--- src/rtl/core/fga_pkg.sv ---
// Package for the frame group averager.
// Holds field widths, register indexes and the controller state type.
// No dependencies.
package fga_pkg;

  localparam int SMP_W   = 16;
  localparam int AVG_W   = 24;
  localparam int FRAC_W  = 8;
  localparam int FPA_W   = 11;
  localparam int FPIX_W  = 17;
  localparam int CFG_W   = 17;
  localparam int CFG_IDX_W = 1;

  localparam logic [CFG_IDX_W-1:0] CFG_FRAMES_PER_AVG = 1'b0;
  localparam logic [CFG_IDX_W-1:0] CFG_FRAME_PIXELS   = 1'b1;

  localparam logic [FPA_W-1:0]  FPA_RESET  = 11'd1;
  localparam logic [FPIX_W-1:0] FPIX_RESET = 17'd65536;

  typedef enum logic [1:0] {
    ST_IDLE,
    ST_RMW,
    ST_DIV,
    ST_OUT
  } fga_state_e;

endpackage

--- src/rtl/core/fga_div.sv ---
// Serial signed divider: (magnitude << FRAC_W) / divisor, one quotient bit per cycle.
// Gives the low AVG_W bits of the quotient with the sign applied. Uses fga_pkg.
module fga_div
  import fga_pkg::*;
#(
  parameter int MAG_W = 27
) (
  input  logic             clk_i,
  input  logic             rst_ni,
  input  logic             start_i,
  input  logic             neg_i,
  input  logic [MAG_W-1:0] mag_i,
  input  logic [FPA_W-1:0] divisor_i,
  output logic             done_o,
  output logic [AVG_W-1:0] quot_o
);

  localparam int DW    = MAG_W + FRAC_W;
  localparam int CNT_W = $clog2(DW + 1);

  logic             busy_q, busy_d;
  logic             done_q, done_d;
  logic             neg_q, neg_d;
  logic [CNT_W-1:0] cnt_q, cnt_d;
  logic [DW-1:0]    dq_q, dq_d;
  logic [FPA_W-1:0] rem_q, rem_d;
  logic [FPA_W-1:0] dvs_q, dvs_d;
  logic [FPA_W:0]   trial;
  logic [FPA_W:0]   diff;
  logic             ge;

  assign trial = {rem_q, dq_q[DW-1]};
  assign ge    = trial >= {1'b0, dvs_q};
  assign diff  = trial - {1'b0, dvs_q};

  always_comb begin
    busy_d = busy_q;
    done_d = 1'b0;
    neg_d  = neg_q;
    cnt_d  = cnt_q;
    dq_d   = dq_q;
    rem_d  = rem_q;
    dvs_d  = dvs_q;
    if (start_i) begin
      busy_d = 1'b1;
      neg_d  = neg_i;
      cnt_d  = CNT_W'(DW);
      dq_d   = {mag_i, {FRAC_W{1'b0}}};
      rem_d  = '0;
      dvs_d  = divisor_i;
    end else if (busy_q) begin
      dq_d  = {dq_q[DW-2:0], ge};
      rem_d = ge ? diff[FPA_W-1:0] : trial[FPA_W-1:0];
      cnt_d = cnt_q - CNT_W'(1);
      if (cnt_q == CNT_W'(1)) begin
        busy_d = 1'b0;
        done_d = 1'b1;
      end
    end
  end

  always_ff @(posedge clk_i or negedge rst_ni) begin
    if (!rst_ni) begin
      busy_q <= 1'b0;
      done_q <= 1'b0;
      cnt_q  <= '0;
    end else begin
      busy_q <= busy_d;
      done_q <= done_d;
      cnt_q  <= cnt_d;
    end
  end

  always_ff @(posedge clk_i) begin
    neg_q <= neg_d;
    dq_q  <= dq_d;
    rem_q <= rem_d;
    dvs_q <= dvs_d;
  end

  assign done_o = done_q;
  assign quot_o = neg_q ? (AVG_W'(0) - dq_q[AVG_W-1:0]) : dq_q[AVG_W-1:0];

endmodule

--- config.mk ---
export PLATFORM = sky130hd
export DESIGN_NAME = fga_div
export DESIGN_NICKNAME = d
export VERILOG_FILES = /design/src/rtl/core/fga_pkg.sv /design/src/rtl/core/fga_div.sv
export SDC_FILE = /design/constraint.sdc
export NUM_CORES = 1
export LEC_CHECK = 0
export BUFFER_PORTS_ARGS = -buffer_cell sky130_fd_sc_hd__buf_2
export CAP_MARGIN = 25
export CORE_MARGIN = 4
export CORE_UTILIZATION = 55
export DETAILED_ROUTE_END_ITERATION = 7
export GPL_ROUTABILITY_DRIVEN = 1
export PLACE_DENSITY = 0.79
export SYNTH_ARGS = -nofsm -noshare
export SYNTH_HDL_FRONTEND = slang
export SYNTH_SLANG_ARGS = --single-unit
--- constraint.sdc ---
create_clock -name clk_i -period 3.6 [get_ports clk_i]
set_input_delay 0.18 -clock clk_i [delete_from_list [all_inputs] [get_ports clk_i]]
set_output_delay 0.18 -clock clk_i [all_outputs]
set_load 0.005 [all_outputs]
# After elaboration in Yosys (flattened, before gate mapping)
# Index checks and enable logic that the tools add are counted.
# totals
reg_bits,66
inputBits,42
out_inout_bits,25
elab_cells,26
# classes
addsub,3
n_lt_le_gt_ge,1
eq_ne,1
n_mux,12
n_reduce_logical,1
# ops
cell,n
$mux W35,2
$mux W24,1
$sub A1 B24 Y24 const A,1
$ge A12 B11 Y1,1
$mux W6,2
$mux W11,1
$sub A11 B11 Y11,1
$eq A6 B1 Y1 const B,1
$mux W1,6
$sub A6 B1 Y6 const B,1
$reduce_bool A2 Y1,1

# Logic depth before layout (Yosys ltp)
# Gate-level depths: netlist of the first run.
# logic_depth
ltp_word,4
depth_mapped,10

# Worst setup path after synthesis of the first run
# No wires, ideal clock.
# synth_timing
path_kind,reg-to-output
from,register dq_q[9]
to,output quot_o[19]
t_arrival_ps,2451
required_ps,3420
path_slack_ps,969
path_stages_with_launch,7
cell_sequence,edfxtp_1 -> or4_4 -> or3_4 -> or3_4 -> or4_4 -> o41ai_4 -> xnor2_1
# synth_via
elab_chain_cells,2
# synth_rtl
element,line,rtl
start: declaration,fga_div.sv:25,"logic [DW-1:0] dq_q, dq_d;"
start signal: assignment,fga_div.sv:76,dq_q <= dq_d;
$sub A1 B24 Y24,fga_div.sv:82,assign quot_o = neg_q ? (AVG_W'(0) - dq_q[AVG_W-1:0]) : dq_q[AVG_W-1:0];
$mux W24,fga_div.sv:82,
end: declaration,fga_div.sv:15,output logic [AVG_W-1:0] quot_o
# No other way between the ends.

# Worst setup path in the final report of the first run
# layout_timing
from,register dq_q[9]
to,output quot_o[23]
# The elaborated chain is that of the path after synthesis.

==> impl_metrics.env, run 1 <==
export IMPL_outcome="completed"
export IMPL_grt_overflow_total=0
export IMPL_cts_tree="yes"
export IMPL_rr_endpoint="rem_q[4]"
export IMPL_cts_htree_levels=3
export IMPL_first_pass_iters=4
export IMPL_cts_num_sinks=66
export IMPL_grt_max_degree=39
export IMPL_num_antenna_cells=0
export IMPL_cp_end_kind="output pin"
export IMPL_synth_edf_count=39
export IMPL_clock_latency_ns=0.34
export IMPL_finalCriticalPeriod_ns=3.188
export IMPL_hold_buffers=8
export IMPL_ios=67
export IMPL_instances_no_fill=503
export IMPL_max_vdd_ir_drop_mv=0.3763
export IMPL_clockRootBuffer="clkbuf_8"
export IMPL_finalHoldViolations=0
export IMPL_final_util_pct=68.14
export IMPL_r2r_cells=10
export IMPL_crit_fanout=4
export IMPL_hold_path_class="primary input to flop"
export IMPL_num_rows=29
export IMPL_n_fill_cell=491
export IMPL_dpl_cell_count=479
export IMPL_pwr_density_cell_nw_per_um2=613.6
export IMPL_hold_depth=1
export IMPL_crit_end="quot_o[23]"
export IMPL_ant_nets=0
export IMPL_clock_path_buffers=2
export IMPL_critPathTopFamily="simple AND/OR/NAND/NOR gates"
export IMPL_rsz0062_at_grt="false"
export IMPL_synth_commonest_cells="edfxtp_1, nor2_1, nand2_1, xnor2_1, a22o_1"
export IMPL_final_setup_skew_ns=0.01083
export IMPL_initial_utilization_pct=57.17
export IMPL_fin_tns_setup_ns=0
export IMPL_cts_resized=0
export IMPL_synth_nets=405
export IMPL_cp_required_ns=3.42
export IMPL_worst_pin_slew_ns=0.8377
export IMPL_finalMaxSlewViolations=0
export IMPL_ys_warn_count=0
export IMPL_grt_usage_pct=21.21
export IMPL_critPathBufInv=1
export IMPL_crit_chain="or4_4 -> or3_4 -> or3_4 -> or4_4 -> o31ai_2 -> xnor2_1 -> buf_2"
export IMPL_synth_ff_latch_count=66
export IMPL_yosysTopAreaCell="edfxtp_1"
export IMPL_drive_gt1_share_pct=23.00
export IMPL_yosysUniqueCellTypes=51
export IMPL_syn_avg_cell_area_um2=10.49
export IMPL_post_cts_buffers=0
export IMPL_critPathKind="flop to output pin"
export IMPL_syn_cell_area_um2=3651
export IMPL_drc=0
export IMPL_startpoint="dq_q[9]"
export IMPL_die_height_um=89.48
export IMPL_via_count=2875
export IMPL_drt_wl_total_mm=8.073
export IMPL_postSynthCellCount=348
export IMPL_grt_pass1_vias=2776
export IMPL_num_nets_final=478
export IMPL_p_leak_nw=1.933
export IMPL_timing_rr_start="dq_q[34]"
export IMPL_grt_pass1_wl_mm=12.99
export IMPL_die_w_um=89.48
export IMPL_routabilityCongestion=0.9109
export IMPL_cp_arrival_ns=3.01
export IMPL_synth_ff_type="edfxtp_1"
export IMPL_async_flop_share_pct=12.12
export IMPL_clock_fmax_ghz=0.3137
export IMPL_cts_made_buffers=9
export IMPL_cap_viol_max_count=0
export IMPL_routedWlPerCell_um=16.05
export IMPL_regToRegSetupSlack_ns=0.98
export IMPL_syn_to_final_growth_pct=19.19
export IMPL_slowest_stage="or4_4"
export IMPL_synth_top_area_share_pct=32.08
export IMPL_slew_headroom_pct=44.15
export IMPL_via_per_inst=5.716
export IMPL_synth_area_top_cells="edfxtp_1, dfxtp_1, xnor2_1"
export IMPL_crit_path_start_kind="flop"
export IMPL_finalSetupViolations=0
export IMPL_yosys_cell_count_top_type="edfxtp_1"
export IMPL_clk_pin_slew_ns=0.08
export IMPL_cp_depth=7
export IMPL_dieArea_um2=8006
export IMPL_coreArea_um2=6386
export IMPL_port_buffers=66
export IMPL_drt_iter0_markers=135
export IMPL_max_stage_delay_ns=0.51
export IMPL_place_hpwl_mm=5.745
export IMPL_antenna_found_initial=0
export IMPL_timing_final_crit_share_pct=88.55
export IMPL_ys_seq_area_share_pct=47.98
-- area by class of cell --
| class | count | area (um^2) | area share, % |
|---|---|---|---|
| inverters | 21 | 78.83 | 1.811 |
| clock buffers | 9 | 123.9 | 2.846 |
| clock inverters | 7 | 100.1 | 2.300 |
| flip-flops and latches | 66 | 1752 | 40.25 |
| multi-input cells | 244 | 1753 | 40.28 |
| repair buffers | 79 | 447.9 | 10.29 |
| well taps | 77 | 96.34 | 2.214 |
-- report_power, final --
part	total [mW]	switching (mW)	internal [mW]
registers	1.01	0.101	0.913
clock network	0.701	0.306	0.396
logic	0.956	0.497	0.459
-- cells in the final DEF (no fill, tap or decap), drive strengths merged, types with 3 or more instances in the layout --
cell,n
a211oi,6
a21oi,8
edfxtp,39
inv,23
nor3,7
xnor2,29
nand2,29
o21ai,17
mux2i,11
dfrtp,8
nor4,3
o41ai,3
buf,71
and3,4
dlygate4sd3,8
or3,5
a22o,26
or4,4
o31a,3
ha,14
dfxtp,19
clkinv,3
o21a,4
nand2b,3
a311oi,4
clkbuf,9
o31ai,9
nor2,31
-- flip-flops by register name, indices dropped and copies added (netlist names) --
name / count
dq_q: 35
cnt_q: 6
busy_q: 1
done_o: 1
rem_q: 11
dvs_q: 11
neg_q: 1
-- routing by layer --
| layer | share of wire [%] | wire length (um) | GRT usage [%] |
|---|---|---|---|
| met5 | 0 | 0 | 0 |
| met4 | 1.6 | 127 | 9.337 |
| met3 | 5.3 | 426 | 4.240 |
| met2 | 47 | 3825 | 31.55 |
| met1 | 46 | 3693 | 29.92 |
-- kinds of logic after synthesis --
group,count (synthesis),share of synthesized area (%)
and+or+nand+nor,96,12.92
xor gates and xnor gates,31,7.437
buffers and inverters,38,4.010
muxes,11,3.016
AOI/OAI and AO/OA,91,19.29
DFF,66,47.98
adders and majority gates,15,5.346
-- worst min path at each step --
stage / from / to / slack [ns]
2_1_floorplan: rst_ni / busy_q / -0.12
3_3_place_gp: rst_ni / cnt_q[4] / 0.03
3_5_place_dp: rst_ni / cnt_q[3] / 0.03
4_1_cts: divisor_i[6] / dvs_q[6] / 0.0007
5_1_grt: divisor_i[2] / dvs_q[2] / 0.008
6_report: divisor_i[5] / dvs_q[5] / 0.02
-- through the flow --
stage | total power, mW | instance area (um^2) | hold slack [ns] | setup WS [ns]
6_report | 2.670 | 4352 | 0.01732 | 0.4121
5_1_grt | 2.855 | 4352 | 0.007582 | 0.2807
4_1_cts | 2.688 | 4352 | 0.0006640 | 0.3886
3_5_place_dp | 1.976 | 4048 | 0.03449 | 0.7831
3_3_place_gp | 1.944 | 4048 | 0.02930 | 0.8222
2_1_floorplan | 1.703 | 3651 | -0.1156 | 0.9690
Note: power is estimated with default switching activity, not from simulation.
==> run 2: changes to the inputs <==
--- a/config.mk
+++ b/config.mk
@@ -9,3 +9,3 @@
 export CAP_MARGIN = 25
-export CORE_MARGIN = 4
+export CORE_MARGIN = 3
 export CORE_UTILIZATION = 55
==> constraint.sdc (replaced) <==
create_clock -name clk_i -period 3.6 [get_ports clk_i]
set_input_delay 0.54 -clock clk_i [delete_from_list [all_inputs] [get_ports clk_i]]
set_output_delay 0.54 -clock clk_i [all_outputs]
set_load 0.005 [all_outputs]
==> run 2 against run 1 <==
  * Clock skew rose by 0.0019 ns
  * Non-clock buffer count fell by 7
  * Die area fell by 4.4%
  * Hold slack got worse by 0.0038 ns
  * Register-to-register slack got worse by 0.11 ns
  * Final cell count fell by 1.4%
  * Utilization fell by 1.3 points
  * Sequential share of layout area rose by 0.81 points
  * Routed wire length rose by 0.95%
  * Combinational power barely moved
  * Via count rose by 1.3%
  * Largest cell class is now flip-flops and latches
==> impl_metrics.env, run 2 (synthesis results as in run 1) <==
export IMPL_initial_utilization_pct=57.17
export IMPL_pwr_density_cell_nw_per_um2=614.9
export IMPL_cts_htree_levels=3
export IMPL_power_total_mw=2.625
export IMPL_clk_pin_slew_ns=0.08
export IMPL_grt_pass1_wl_mm=12.83
export IMPL_multi_input_area_um2=1753
export IMPL_place_hpwl_mm=5.563
export IMPL_finalMaxSlewViolations=0
export IMPL_drive_gt1_share_pct=23.63
export IMPL_clock_fmax_ghz=0.2838
export IMPL_dieArea_um2=7652
export IMPL_cts_num_sinks=66
export IMPL_grt_usage_pct=21.70
export IMPL_reg_top3="dq_q x35, dvs_q x11, rem_q x11"
export IMPL_clock_path_buffers=2
export IMPL_finalHoldViolations=0
export IMPL_met3_usage_pct=6.812
export IMPL_routabilityCongestion=0.8671
export IMPL_hold_path_class="primary input to asynchronous set/reset pin"
export IMPL_drt_iter0_markers=160
export IMPL_cts_tree="yes"
export IMPL_coreArea_um2=6386
export IMPL_die_w_um=87.48
export IMPL_final_util_pct=66.85
export IMPL_seqCellArea_um2=1753
export IMPL_routedWlPerCell_um=16.43
export IMPL_grt_util_met1_pct=29.25
export IMPL_grt_busiest_layer="met2"
export IMPL_outcome="completed"
export IMPL_slew_headroom_pct=42.82
export IMPL_cp_end_kind="output pin"
export IMPL_syn_to_final_growth_pct=16.93
export IMPL_crit_fanout=4
export IMPL_max_vdd_ir_drop_mv=0.4289
export IMPL_ios=67
export IMPL_first_pass_iters=4
export IMPL_num_nets_final=471
export IMPL_port_buffers=66
export IMPL_critPathKind="flop to output pin"
export IMPL_drt_wl_total_mm=8.150
export IMPL_clockRootBuffer="clkbuf_8"
export IMPL_clock_latency_ns=0.35
export IMPL_via_per_inst=5.871
export IMPL_cts_made_buffers=9
export IMPL_grt_pass1_vias=2703
export IMPL_p_leak_nw=1.900
export IMPL_dpl_cell_count=479
export IMPL_num_antenna_cells=0
export IMPL_gr_usage_met2_pct=33.77
export IMPL_final_cell_mix="buf_2, edfxtp_1, nor2_1"
export IMPL_drc=0
export IMPL_timing_hold_ws_ns=0.01353
export IMPL_n_fill_cell=479
export IMPL_timing_final_crit_share_pct=97.89
export IMPL_instances_no_fill=496
export IMPL_num_rows=29
export IMPL_cp_arrival_ns=2.98
export IMPL_ant_nets=0
export IMPL_final_setup_skew_ns=0.01268
export IMPL_final_common_cell="buf_2"
export IMPL_crit_path_start_kind="flop"
export IMPL_grt_overflow_total=0
export IMPL_cp_required_ns=3.06
export IMPL_finalSetupViolations=0
export IMPL_rsz0062_at_grt="true"
export IMPL_largest_reg_flops=35
export IMPL_grt_max_degree=38
export IMPL_largest_register="dq_q"
export IMPL_worst_pin_slew_ns=0.8577
export IMPL_die_height_um=87.48
export IMPL_fin_ws_ns=0.07608
export IMPL_finalCriticalPeriod_ns=3.524
export IMPL_antenna_found_initial=0
export IMPL_via_count=2912
export IMPL_cap_viol_max_count=0
export IMPL_pre_cts_slack_ns=0.4367
run 2: layout make-up:
cell class / count / share of cell area, %
inverter: 21 / 1.846
multi-input combinational: 244 / 41.06
sequential: 66 / 41.06
clock inverter: 5 / 0.9086
timing repair buffer: 72 / 8.793
clock buffer: 11 / 4.074
tap: 77 / 2.257
run 2: stage by stage:
stage	instance area (um^2)	setup TNS (ns)
after floorplan	3651	0
after detailed placement	4048	0
after global routing	4269	-0.1421
after global placement	4048	0
final	4269	0
after CTS	4260	0
run 2: worst max-delay path, cell delays in order, from the launching register on:
cell      delay, ns
edfxtp_1       0.42
or4_4          0.51
or3_4          0.35
or3_4          0.39
or4_4          0.47
o41ai_4        0.23
xnor2_1        0.14
buf_2          0.13
run 2: power breakdown:
part | internal (mW) | leakage [nW] | switching (mW)
sequential | 0.913 | 0.664 | 0.104
combinational | 0.454 | 1.13 | 0.502
clock | 0.340 | 0.109 | 0.312
total | 1.71 | 1.90 | 0.919
run 2: per-layer routing:
metal	part of all wire [%]	vias up
met2	48	84
met3	4.8	16
met4	1.9	0
met5	0	-
met1	45	1396
li1	-	1416
run 2: path summary, 6_finish.rpt:
kind | start | endpoint | slack [ns] | cells after the start
max | dq_q[9] | quot_o[19] | 0.08 | 7
min reg2reg | rem_q[3] | rem_q[3] | 0.51 | 2
min | rst_ni | cnt_q[3] | 0.01 | 1
max reg2reg | dvs_q[0] | rem_q[1] | 0.87 | 9
max in group asynchronous | rst_ni | cnt_q[1] | 3.43 | 1
min in group clk_i | divisor_i[10] | dvs_q[10] | 0.36 | 1
run 2: repair_timing:
item,CTS,global route
hold buffers,0,0
resized for setup,0,1
endpoints found under the setup margin,0,4
setup buffers,0,1
